## src/rtl/assert_macros.svh

```systemverilog
// Assertion macros for the RTL of the PID position controller, included by the top level.
`ifndef ASSERT_MACROS_SVH
`define ASSERT_MACROS_SVH

// Property checked on every rising edge of clk, off while rst_n is low
`define ASSERT_CLK(lbl, prop, msg) \
    lbl: assert property (@(posedge clk) disable iff (!rst_n) (prop)) else $error(msg);

// Condition that must never hold on a rising edge of clk, off while rst_n is low
`define ASSERT_NEVER(lbl, cond, msg) \
    lbl: assert property (@(posedge clk) disable iff (!rst_n) !(cond)) else $error(msg);

`endif

```

## src/rtl/pidpc_pkg.sv

```systemverilog
// Package for the PID position controller: register codes, limits and shared types.
`timescale 1ns / 1ps

package pidpc_pkg;

    // Default width of the circular position scale
    localparam int POSITION_BITS_DEF = 12;

    // Configuration register indexes
    localparam int CFG_INDEX_W = 3;
    localparam logic [CFG_INDEX_W-1:0] REG_GAIN_P     = 3'd0;
    localparam logic [CFG_INDEX_W-1:0] REG_GAIN_I     = 3'd1;
    localparam logic [CFG_INDEX_W-1:0] REG_GAIN_D     = 3'd2;
    localparam logic [CFG_INDEX_W-1:0] REG_TARGET_POS = 3'd3;
    localparam logic [CFG_INDEX_W-1:0] REG_MIN_SPEED  = 3'd4;

    // Fixed field widths
    localparam int GAIN_W  = 8;
    localparam int INT_W   = 18;
    localparam int DRIVE_W = 19;

    // Control limits
    localparam int DEADBAND_LIMIT = 5;
    localparam int INT_RESET_ERR  = 32'h200;
    localparam int INT_MAX        = 65535;
    localparam int SUM_MAX        = 8388607;
    localparam int SUM_MIN        = -8388608;
    localparam int SPEED_BIAS     = 15;
    localparam int DRIVE_SHIFT    = 6;
    localparam int INT_SHIFT      = 4;

    // Gain and speed settings handed to the datapath
    typedef struct packed {
        logic [GAIN_W-1:0] gain_p;
        logic [GAIN_W-1:0] gain_i;
        logic [GAIN_W-1:0] gain_d;
        logic [GAIN_W-1:0] min_speed;
    } pidpc_gains_t;

endpackage

```

## src/rtl/pidpc_core.sv

```systemverilog
// PID datapath: error fold, deadband, integral update, P/I/D sum and drive scaling.
`timescale 1ns / 1ps

module pidpc_core #(
    parameter int POSITION_BITS = pidpc_pkg::POSITION_BITS_DEF
) (
    input  logic [POSITION_BITS-1:0]             position,
    input  logic [POSITION_BITS-1:0]             target,
    input  pidpc_pkg::pidpc_gains_t              gains,
    input  logic signed [pidpc_pkg::INT_W-1:0]   integral,
    input  logic signed [POSITION_BITS:0]        last_err,
    output logic signed [pidpc_pkg::INT_W-1:0]   integral_next,
    output logic signed [POSITION_BITS:0]        last_err_next,
    output logic signed [pidpc_pkg::DRIVE_W-1:0] drive,
    output logic                                 deadband
);

    localparam int ERR_W  = POSITION_BITS + 1;
    localparam int DIFF_W = POSITION_BITS + 2;
    localparam int SUM_W  = (POSITION_BITS + 13 > 25) ? POSITION_BITS + 13 : 25;
    localparam int IACC_W = pidpc_pkg::INT_W + 2;
    localparam int IB_W   = pidpc_pkg::INT_W - pidpc_pkg::INT_SHIFT;
    localparam int SH_W   = 24 - pidpc_pkg::DRIVE_SHIFT;
    localparam logic signed [DIFF_W-1:0] HALF  =
        signed'(DIFF_W'(1) << (POSITION_BITS - 1));
    localparam logic signed [DIFF_W-1:0] SCALE =
        signed'(DIFF_W'(1) << POSITION_BITS);

    logic signed [DIFF_W-1:0] err_raw;
    logic signed [DIFF_W-1:0] err_fold;
    logic signed [ERR_W-1:0]  err;
    logic signed [31:0]       err32;
    logic signed [ERR_W-1:0]  err_half;
    logic signed [IACC_W-1:0] int_acc;
    logic signed [pidpc_pkg::INT_W-1:0] int_new;
    logic signed [IB_W-1:0]   int_base;
    logic signed [DIFF_W-1:0] err_delta;
    logic signed [SUM_W-1:0]  p_term;
    logic signed [SUM_W-1:0]  i_term;
    logic signed [SUM_W-1:0]  d_term;
    logic signed [SUM_W-1:0]  sum;
    logic signed [23:0]       sum_sat;
    logic signed [SH_W-1:0]   sum_shift;
    logic signed [9:0]        speed_ofs;

    // Error folded onto the circular scale, +-half kept as is
    always_comb
    begin
        err_raw = signed'({2'b00, position}) - signed'({2'b00, target});
        if (err_raw > HALF)
        begin
            err_fold = err_raw - SCALE;
        end
        else if (err_raw < -HALF)
        begin
            err_fold = err_raw + SCALE;
        end
        else
        begin
            err_fold = err_raw;
        end
        err   = err_fold[ERR_W-1:0];
        err32 = 32'(err);
    end

    assign deadband = (err32 <= pidpc_pkg::DEADBAND_LIMIT) &&
                      (err32 >= -pidpc_pkg::DEADBAND_LIMIT);

    // Integral: add half the error, drop on large error, clamp
    always_comb
    begin
        err_half = err >>> 1;
        int_acc  = IACC_W'(integral) + IACC_W'(err_half);
        if ((err32 > pidpc_pkg::INT_RESET_ERR) || (err32 < -pidpc_pkg::INT_RESET_ERR))
        begin
            int_new = '0;
        end
        else if (int_acc > IACC_W'(pidpc_pkg::INT_MAX))
        begin
            int_new = pidpc_pkg::INT_W'(pidpc_pkg::INT_MAX);
        end
        else if (int_acc < -IACC_W'(pidpc_pkg::INT_MAX))
        begin
            int_new = pidpc_pkg::INT_W'(-pidpc_pkg::INT_MAX);
        end
        else
        begin
            int_new = int_acc[pidpc_pkg::INT_W-1:0];
        end
        int_base = int_new[pidpc_pkg::INT_W-1:pidpc_pkg::INT_SHIFT];
    end

    // Three gain products and their sum
    always_comb
    begin
        err_delta = DIFF_W'(err) - DIFF_W'(last_err);
        p_term = SUM_W'(signed'({1'b0, gains.gain_p})) * SUM_W'(err);
        i_term = SUM_W'(signed'({1'b0, gains.gain_i})) * SUM_W'(int_base);
        d_term = SUM_W'(signed'({1'b0, gains.gain_d})) * SUM_W'(err_delta);
        sum    = p_term + i_term + d_term;
    end

    // Clamp to 24 bits, scale down, add min speed less SPEED_BIAS away from zero; zero in deadband or on zero sum
    always_comb
    begin
        if (sum > SUM_W'(pidpc_pkg::SUM_MAX))
        begin
            sum_sat = 24'(pidpc_pkg::SUM_MAX);
        end
        else if (sum < SUM_W'(pidpc_pkg::SUM_MIN))
        begin
            sum_sat = 24'(pidpc_pkg::SUM_MIN);
        end
        else
        begin
            sum_sat = sum[23:0];
        end
        sum_shift = sum_sat[23:pidpc_pkg::DRIVE_SHIFT];
        speed_ofs = signed'({2'b00, gains.min_speed}) - 10'(pidpc_pkg::SPEED_BIAS);
        priority if (deadband || (sum_sat == '0))
        begin
            drive = '0;
        end
        else if (sum_sat > 0)
        begin
            drive = pidpc_pkg::DRIVE_W'(sum_shift) + pidpc_pkg::DRIVE_W'(speed_ofs);
        end
        else
        begin
            drive = pidpc_pkg::DRIVE_W'(sum_shift) - pidpc_pkg::DRIVE_W'(speed_ofs);
        end
    end

    // State holds through the deadband
    assign integral_next = deadband ? integral : int_new;
    assign last_err_next = deadband ? last_err : err;

endmodule

```

## src/rtl/pid_position_controller_top.sv

```systemverilog
// Top level of the PID position controller: config registers, input stage, output stage.
// A request accepted into the input stage reaches out_valid through the output stage register.
// Throughput: one request per cycle when out_ready is high; PID datapath sits between stages.
// State (integral, last error) updates as a request leaves the input stage; held in deadband.
// Reset (rst_n low, asynchronous): both stages empty, gains, setpoint and min speed zero,
// integral and last error zero.
`timescale 1ns / 1ps

module pid_position_controller_top #(
    parameter int POSITION_BITS = pidpc_pkg::POSITION_BITS_DEF
) (
    input  logic                                 clk,
    input  logic                                 rst_n,
    input  logic                                 cfg_we,
    input  logic [pidpc_pkg::CFG_INDEX_W-1:0]    cfg_index,
    input  logic [POSITION_BITS-1:0]             cfg_wdata,
    input  logic                                 in_valid,
    output logic                                 in_ready,
    input  logic [POSITION_BITS-1:0]             position,
    output logic                                 out_valid,
    input  logic                                 out_ready,
    output logic signed [pidpc_pkg::DRIVE_W-1:0] drive,
    output logic                                 in_deadband
);

`include "assert_macros.svh"

    pidpc_pkg::pidpc_gains_t gains_reg;
    logic [POSITION_BITS-1:0] target_reg;

    logic                     s1_valid_reg;
    logic [POSITION_BITS-1:0] pos_reg;
    logic                     out_valid_reg;
    logic signed [pidpc_pkg::DRIVE_W-1:0] drive_reg;
    logic                     deadband_reg;

    logic signed [pidpc_pkg::INT_W-1:0] integral_reg;
    logic signed [pidpc_pkg::INT_W-1:0] integral_next;
    logic signed [POSITION_BITS:0]      last_err_reg;
    logic signed [POSITION_BITS:0]      last_err_next;
    logic signed [pidpc_pkg::DRIVE_W-1:0] drive_next;
    logic                     deadband_next;
    logic                     advance;

    // Configuration writes
    always_ff @(posedge clk or negedge rst_n)
    begin
        if (!rst_n)
        begin
            gains_reg  <= '0;
            target_reg <= '0;
        end
        else if (cfg_we)
        begin
            unique case (cfg_index)
                pidpc_pkg::REG_GAIN_P:     gains_reg.gain_p    <= cfg_wdata[7:0];
                pidpc_pkg::REG_GAIN_I:     gains_reg.gain_i    <= cfg_wdata[7:0];
                pidpc_pkg::REG_GAIN_D:     gains_reg.gain_d    <= cfg_wdata[7:0];
                pidpc_pkg::REG_TARGET_POS: target_reg          <= cfg_wdata;
                pidpc_pkg::REG_MIN_SPEED:  gains_reg.min_speed <= cfg_wdata[7:0];
                default: ;
            endcase
        end
    end

    // Stage handshake: input stage moves on when output stage is free or drained
    assign advance  = s1_valid_reg && (!out_valid_reg || out_ready);
    assign in_ready = !s1_valid_reg || advance;

    pidpc_core #(
        .POSITION_BITS(POSITION_BITS)
    ) u_core (
        .position     (pos_reg),
        .target       (target_reg),
        .gains        (gains_reg),
        .integral     (integral_reg),
        .last_err     (last_err_reg),
        .integral_next(integral_next),
        .last_err_next(last_err_next),
        .drive        (drive_next),
        .deadband     (deadband_next)
    );

    // Input stage
    always_ff @(posedge clk or negedge rst_n)
    begin
        if (!rst_n)
        begin
            s1_valid_reg <= 1'b0;
        end
        else if (in_ready)
        begin
            s1_valid_reg <= in_valid;
        end
    end

    always_ff @(posedge clk)
    begin
        if (in_valid && in_ready)
        begin
            pos_reg <= position;
        end
    end

    // Controller state and output stage
    always_ff @(posedge clk or negedge rst_n)
    begin
        if (!rst_n)
        begin
            integral_reg  <= '0;
            last_err_reg  <= '0;
            out_valid_reg <= 1'b0;
        end
        else
        begin
            if (advance)
            begin
                integral_reg  <= integral_next;
                last_err_reg  <= last_err_next;
                out_valid_reg <= 1'b1;
            end
            else if (out_ready)
            begin
                out_valid_reg <= 1'b0;
            end
        end
    end

    always_ff @(posedge clk)
    begin
        if (advance)
        begin
            drive_reg    <= drive_next;
            deadband_reg <= deadband_next;
        end
    end

    assign out_valid   = out_valid_reg;
    assign drive       = drive_reg;
    assign in_deadband = deadband_reg;

    // Checks
    `ASSERT_CLK(a_deadband_zero, (out_valid_reg && deadband_reg) |-> (drive_reg == '0), "deadband result with nonzero drive")
    `ASSERT_CLK(a_deadband_hold, (advance && deadband_next) |=> ($stable(integral_reg) && $stable(last_err_reg)), "state changed on deadband request")
    `ASSERT_NEVER(a_int_range, (integral_reg > pidpc_pkg::INT_W'(pidpc_pkg::INT_MAX)) || (integral_reg < pidpc_pkg::INT_W'(-pidpc_pkg::INT_MAX)), "integral out of clamp range")
    `ASSERT_CLK(a_ready_empty, !out_valid_reg |-> in_ready, "input stalled with empty output stage")

endmodule
```

## config.mk

```make
export PLATFORM = sky130hd
export DESIGN_NAME = pid_position_controller_top
export DESIGN_NICKNAME = d
export VERILOG_FILES = /design/src/rtl/pidpc_pkg.sv /design/src/rtl/pidpc_core.sv /design/src/rtl/pid_position_controller_top.sv
export VERILOG_INCLUDE_DIRS = /design/src /design/src/rtl
export SDC_FILE = /design/constraint.sdc
export NUM_CORES = 1
export LEC_CHECK = 0
export BUFFER_PORTS_ARGS = -buffer_cell sky130_fd_sc_hd__buf_4
export CAP_MARGIN = 25
export CORE_MARGIN = 4
export CORE_UTILIZATION = 50
export DETAILED_ROUTE_END_ITERATION = 12
export PLACE_DENSITY = 0.66
export SKIP_CTS_REPAIR_TIMING = 1
export SYNTH_ARGS = -nofsm -noshare
export SYNTH_HDL_FRONTEND = slang
export SYNTH_SLANG_ARGS = --single-unit
```

## constraint.sdc

```tcl
create_clock -name clk -period 46 [get_ports clk]
set_input_delay 9.2 -clock clk [delete_from_list [all_inputs] [get_ports clk]]
set_output_delay 9.2 -clock clk [all_outputs]
set_load 0.005 [all_outputs]
```

==> metrics.md <==
| Metric | Value |
|---|---|
| Outcome | complete, no violations |
| Fill count | 3912 |
| Count leader, synth | inv_1 |
| CTS tree | built |
| Global-route wire length before repair | ~85000 um |
| Top cells by count, synth | 465 x inv_1, 292 x fa_1, 222 x ha_1, 187 x nand2_1, 126 x and2_1 |
| Area of the core | between 40000 and 50000 sq um |
| Die Span Y | about 210 um |
| WL met1 | 23200 um |
| Synth Instances | 2399 |
| CTS root buf | clkbuf_16 |
| # DRC | 0 |
| TritonRoute pass-1 iters | 5 |
| CP Cell Sequence | buf_4 -> nand3b_1 -> buf_4 |
| Dominant cell type by area after synthesis | fa_1 |
| FFs w/ async S/R, synth | between 70% and 80% |
| Startpoint types | input port |
| Post-Syn Nets | about 2900 |
| Pin count of the biggest net entering global routing | roughly 50 |
| Unique cell type count in the Yosys netlist | 77 |
| H-tree depth | 3 |
| Post-DR wirelength/cell | roughly 17 um |
| Slowest cell on crit path | nand3b_1 |
| Tot GR Track Use | a little under a quarter |
| Top Layer Used | met4 |
| Die W | around 210 um |
| Clock slew seen by the registers of the worst setup and hold paths | 0.09 ns |
| Critical path startpoint | out_ready |
| Synthesized flop and latch total | about 110 |
| Worst setup margin | 27.16 ns |
| Gpl congestion | slightly below 0.9 |
| Final setup fails | 0 |
| Pre-CTS setup slack | 27.16 ns |
| Avg Vias per Cell | approximately 5.5 |
| Fin crit period | 18.84 ns |
| Initial antenna violation count | 0 |
| Crit path largest cell delay | about 0.18 ns |
| CP arrival | between 9 and 10 ns |
| Max_cap viols | 0 |
| Row Count | 75 |
| Starting density of the core | about half |
| Worst skew pair latency | approximately 0.4 ns |
| CP Class | input port to output port |
| Ranking of synthesized cells by area | fa_1 27%, ha_1 13%, dfrtp_1 9.1%, inv_1 8.2%, edfxtp_1 4.5% |
| Hold Path Origin | s1_valid_reg |
| Die area | 45900 sq um |
| Area growth from synthesis to layout | 5.78% |
| Layout cells sized above 1 | 6.94% |
| Fin. Hold Viols | 0 |
| Max Clock Freq | approximately 53 MHz |
| Post-route clock period utilization | between 40 and 50% |
| CTS Buf Count | 9 |
| Final Net Count | between 2000 and 3000 |
| Grt ovf | 0 |
| DRT iter0 DRCs | slightly above 900 |
| Antenna Cells | 0 |
| Max Root-Sink Buffers | 2 |
| Actual slew at the worst max-slew pin | slightly above 1 ns |
| Unrepaired setup endpoints after global routing | false |
| Worst slew margin | 32.6% |
| Synth Warn # | 0 |
| Clk sinks | around 110 |
| Most common cell on crit path | buf_4 |
| Max Slew Vio Count | 0 |
| Crit-path max FO | 3 |
| Vias in the first global route | 16600 |
| Clock Skew | between 0.02 and 0.025 ns |
| Synthesized area | between 20000 and 25000 sq um |
| Met3 WL | between 2000 and 3000 um |
| Io pins | 54 |
| Final Cell Area | 22500 sq um |
| Post-synth top area share | 27.5% |
| Vias post-DR | between 15000 and 20000 |
| Max reg flops | 32 |
| Final ANT Viol Nets | 0 |
| Routed met2 length | 24600 um |
| Register area share after synthesis | 13.6% |
| Setup TNS | 0 ns |
| Final WL | around 52000 um |
| Post-synth EDFFs | 32 |
| DP Area | roughly 22000 sq um |
| CP endpoint kind | output port |
| Detail Placement HPWL | 42500 um |
| Worst Hold Class | register to register |
| Fin Hold WS | 0.492 ns |
| IO Port Bufs | 53 |
| Most common flop cell mapped by yosys | dfrtp_1 |
| Critical Path RT | about 37 ns |
| Avg Cell Area, Syn | 8.87 sq um |
| Worst r2r src | pos_reg[0] |
[metrics by stage]
| step | util, % | instances |
|---|---|---|
| after floorplan | - | 2399 |
| after global placement | 52.8 | 2942 |
| after detailed placement | 52.8 | 2942 |
| after CTS | 53.5 | 2958 |
| after global routing | 53.5 | 2959 |
| final | 53.5 | 2959 |
[critical path: cells and delay by family]
kind                   cells  cell delay (ns)
buffers and inverters      2             0.27
and+or+nand+nor            1             0.18
[kinds of logic (layout without fill, tap and decap cells)]
logic type	count (synthesis)	in the layout	share of synthesized area, %
mux	67	67	3.52
xor+xnor	133	133	5.48
fa+ha+maj	526	526	41.1
buf+inv	534	555	9.62
simple gates	700	700	16.5
flops	109	109	13.6
compound gates	330	330	10.2
[cell type report]
class / count / area (sq um) / share of cell area (%)
sequential: 109 / 2890 / 12.8
inverter: 465 / 1750 / 7.76
tap: 539 / 674 / 3.00
clock inverter: 6 / 60.1 / 0.267
multi-input combinational: 1756 / 16300 / 72.6
timing repair buffer: 74 / 563 / 2.50
clock buffer: 10 / 229 / 1.02
[worst paths after layout]
check                           endpoint  slack (ns)  cells past startpoint
max                             in_ready       27.16                      3
min                            out_valid        0.49                      1
max reg2reg                    drive[17]       28.88                     68
min reg2reg                    out_valid        0.49                      1
max in group asynchronous   gains_reg[4]       36.24                      2
min in group asynchronous  target_reg[8]        8.75                      1
[metal layers]
metal	up-vias	global-route usage, %
met1	8026	31.7
met4	0	5.10
met3	56	3.50
met2	394	38.0
li1	7776	-
met5	-	0
[placed cells by master, fill, tap and decap left out, types with 40 or more instances in the layout]
master,count
inv_1,465
fa_1,292
ha_1,222
nand2_1,187
and2_1,126
nor2_1,117
xnor2_1,100
a21oi_1,94
nor3_1,85
dfrtp_1,77
buf_4,73
o21ai_0,70
mux2_2,59
nand3_1,43
nor2b_1,40
Power is left out: the tool's default activity adds up to more than one toggle a clock period on the data nets, which glitch-free logic cannot reach.
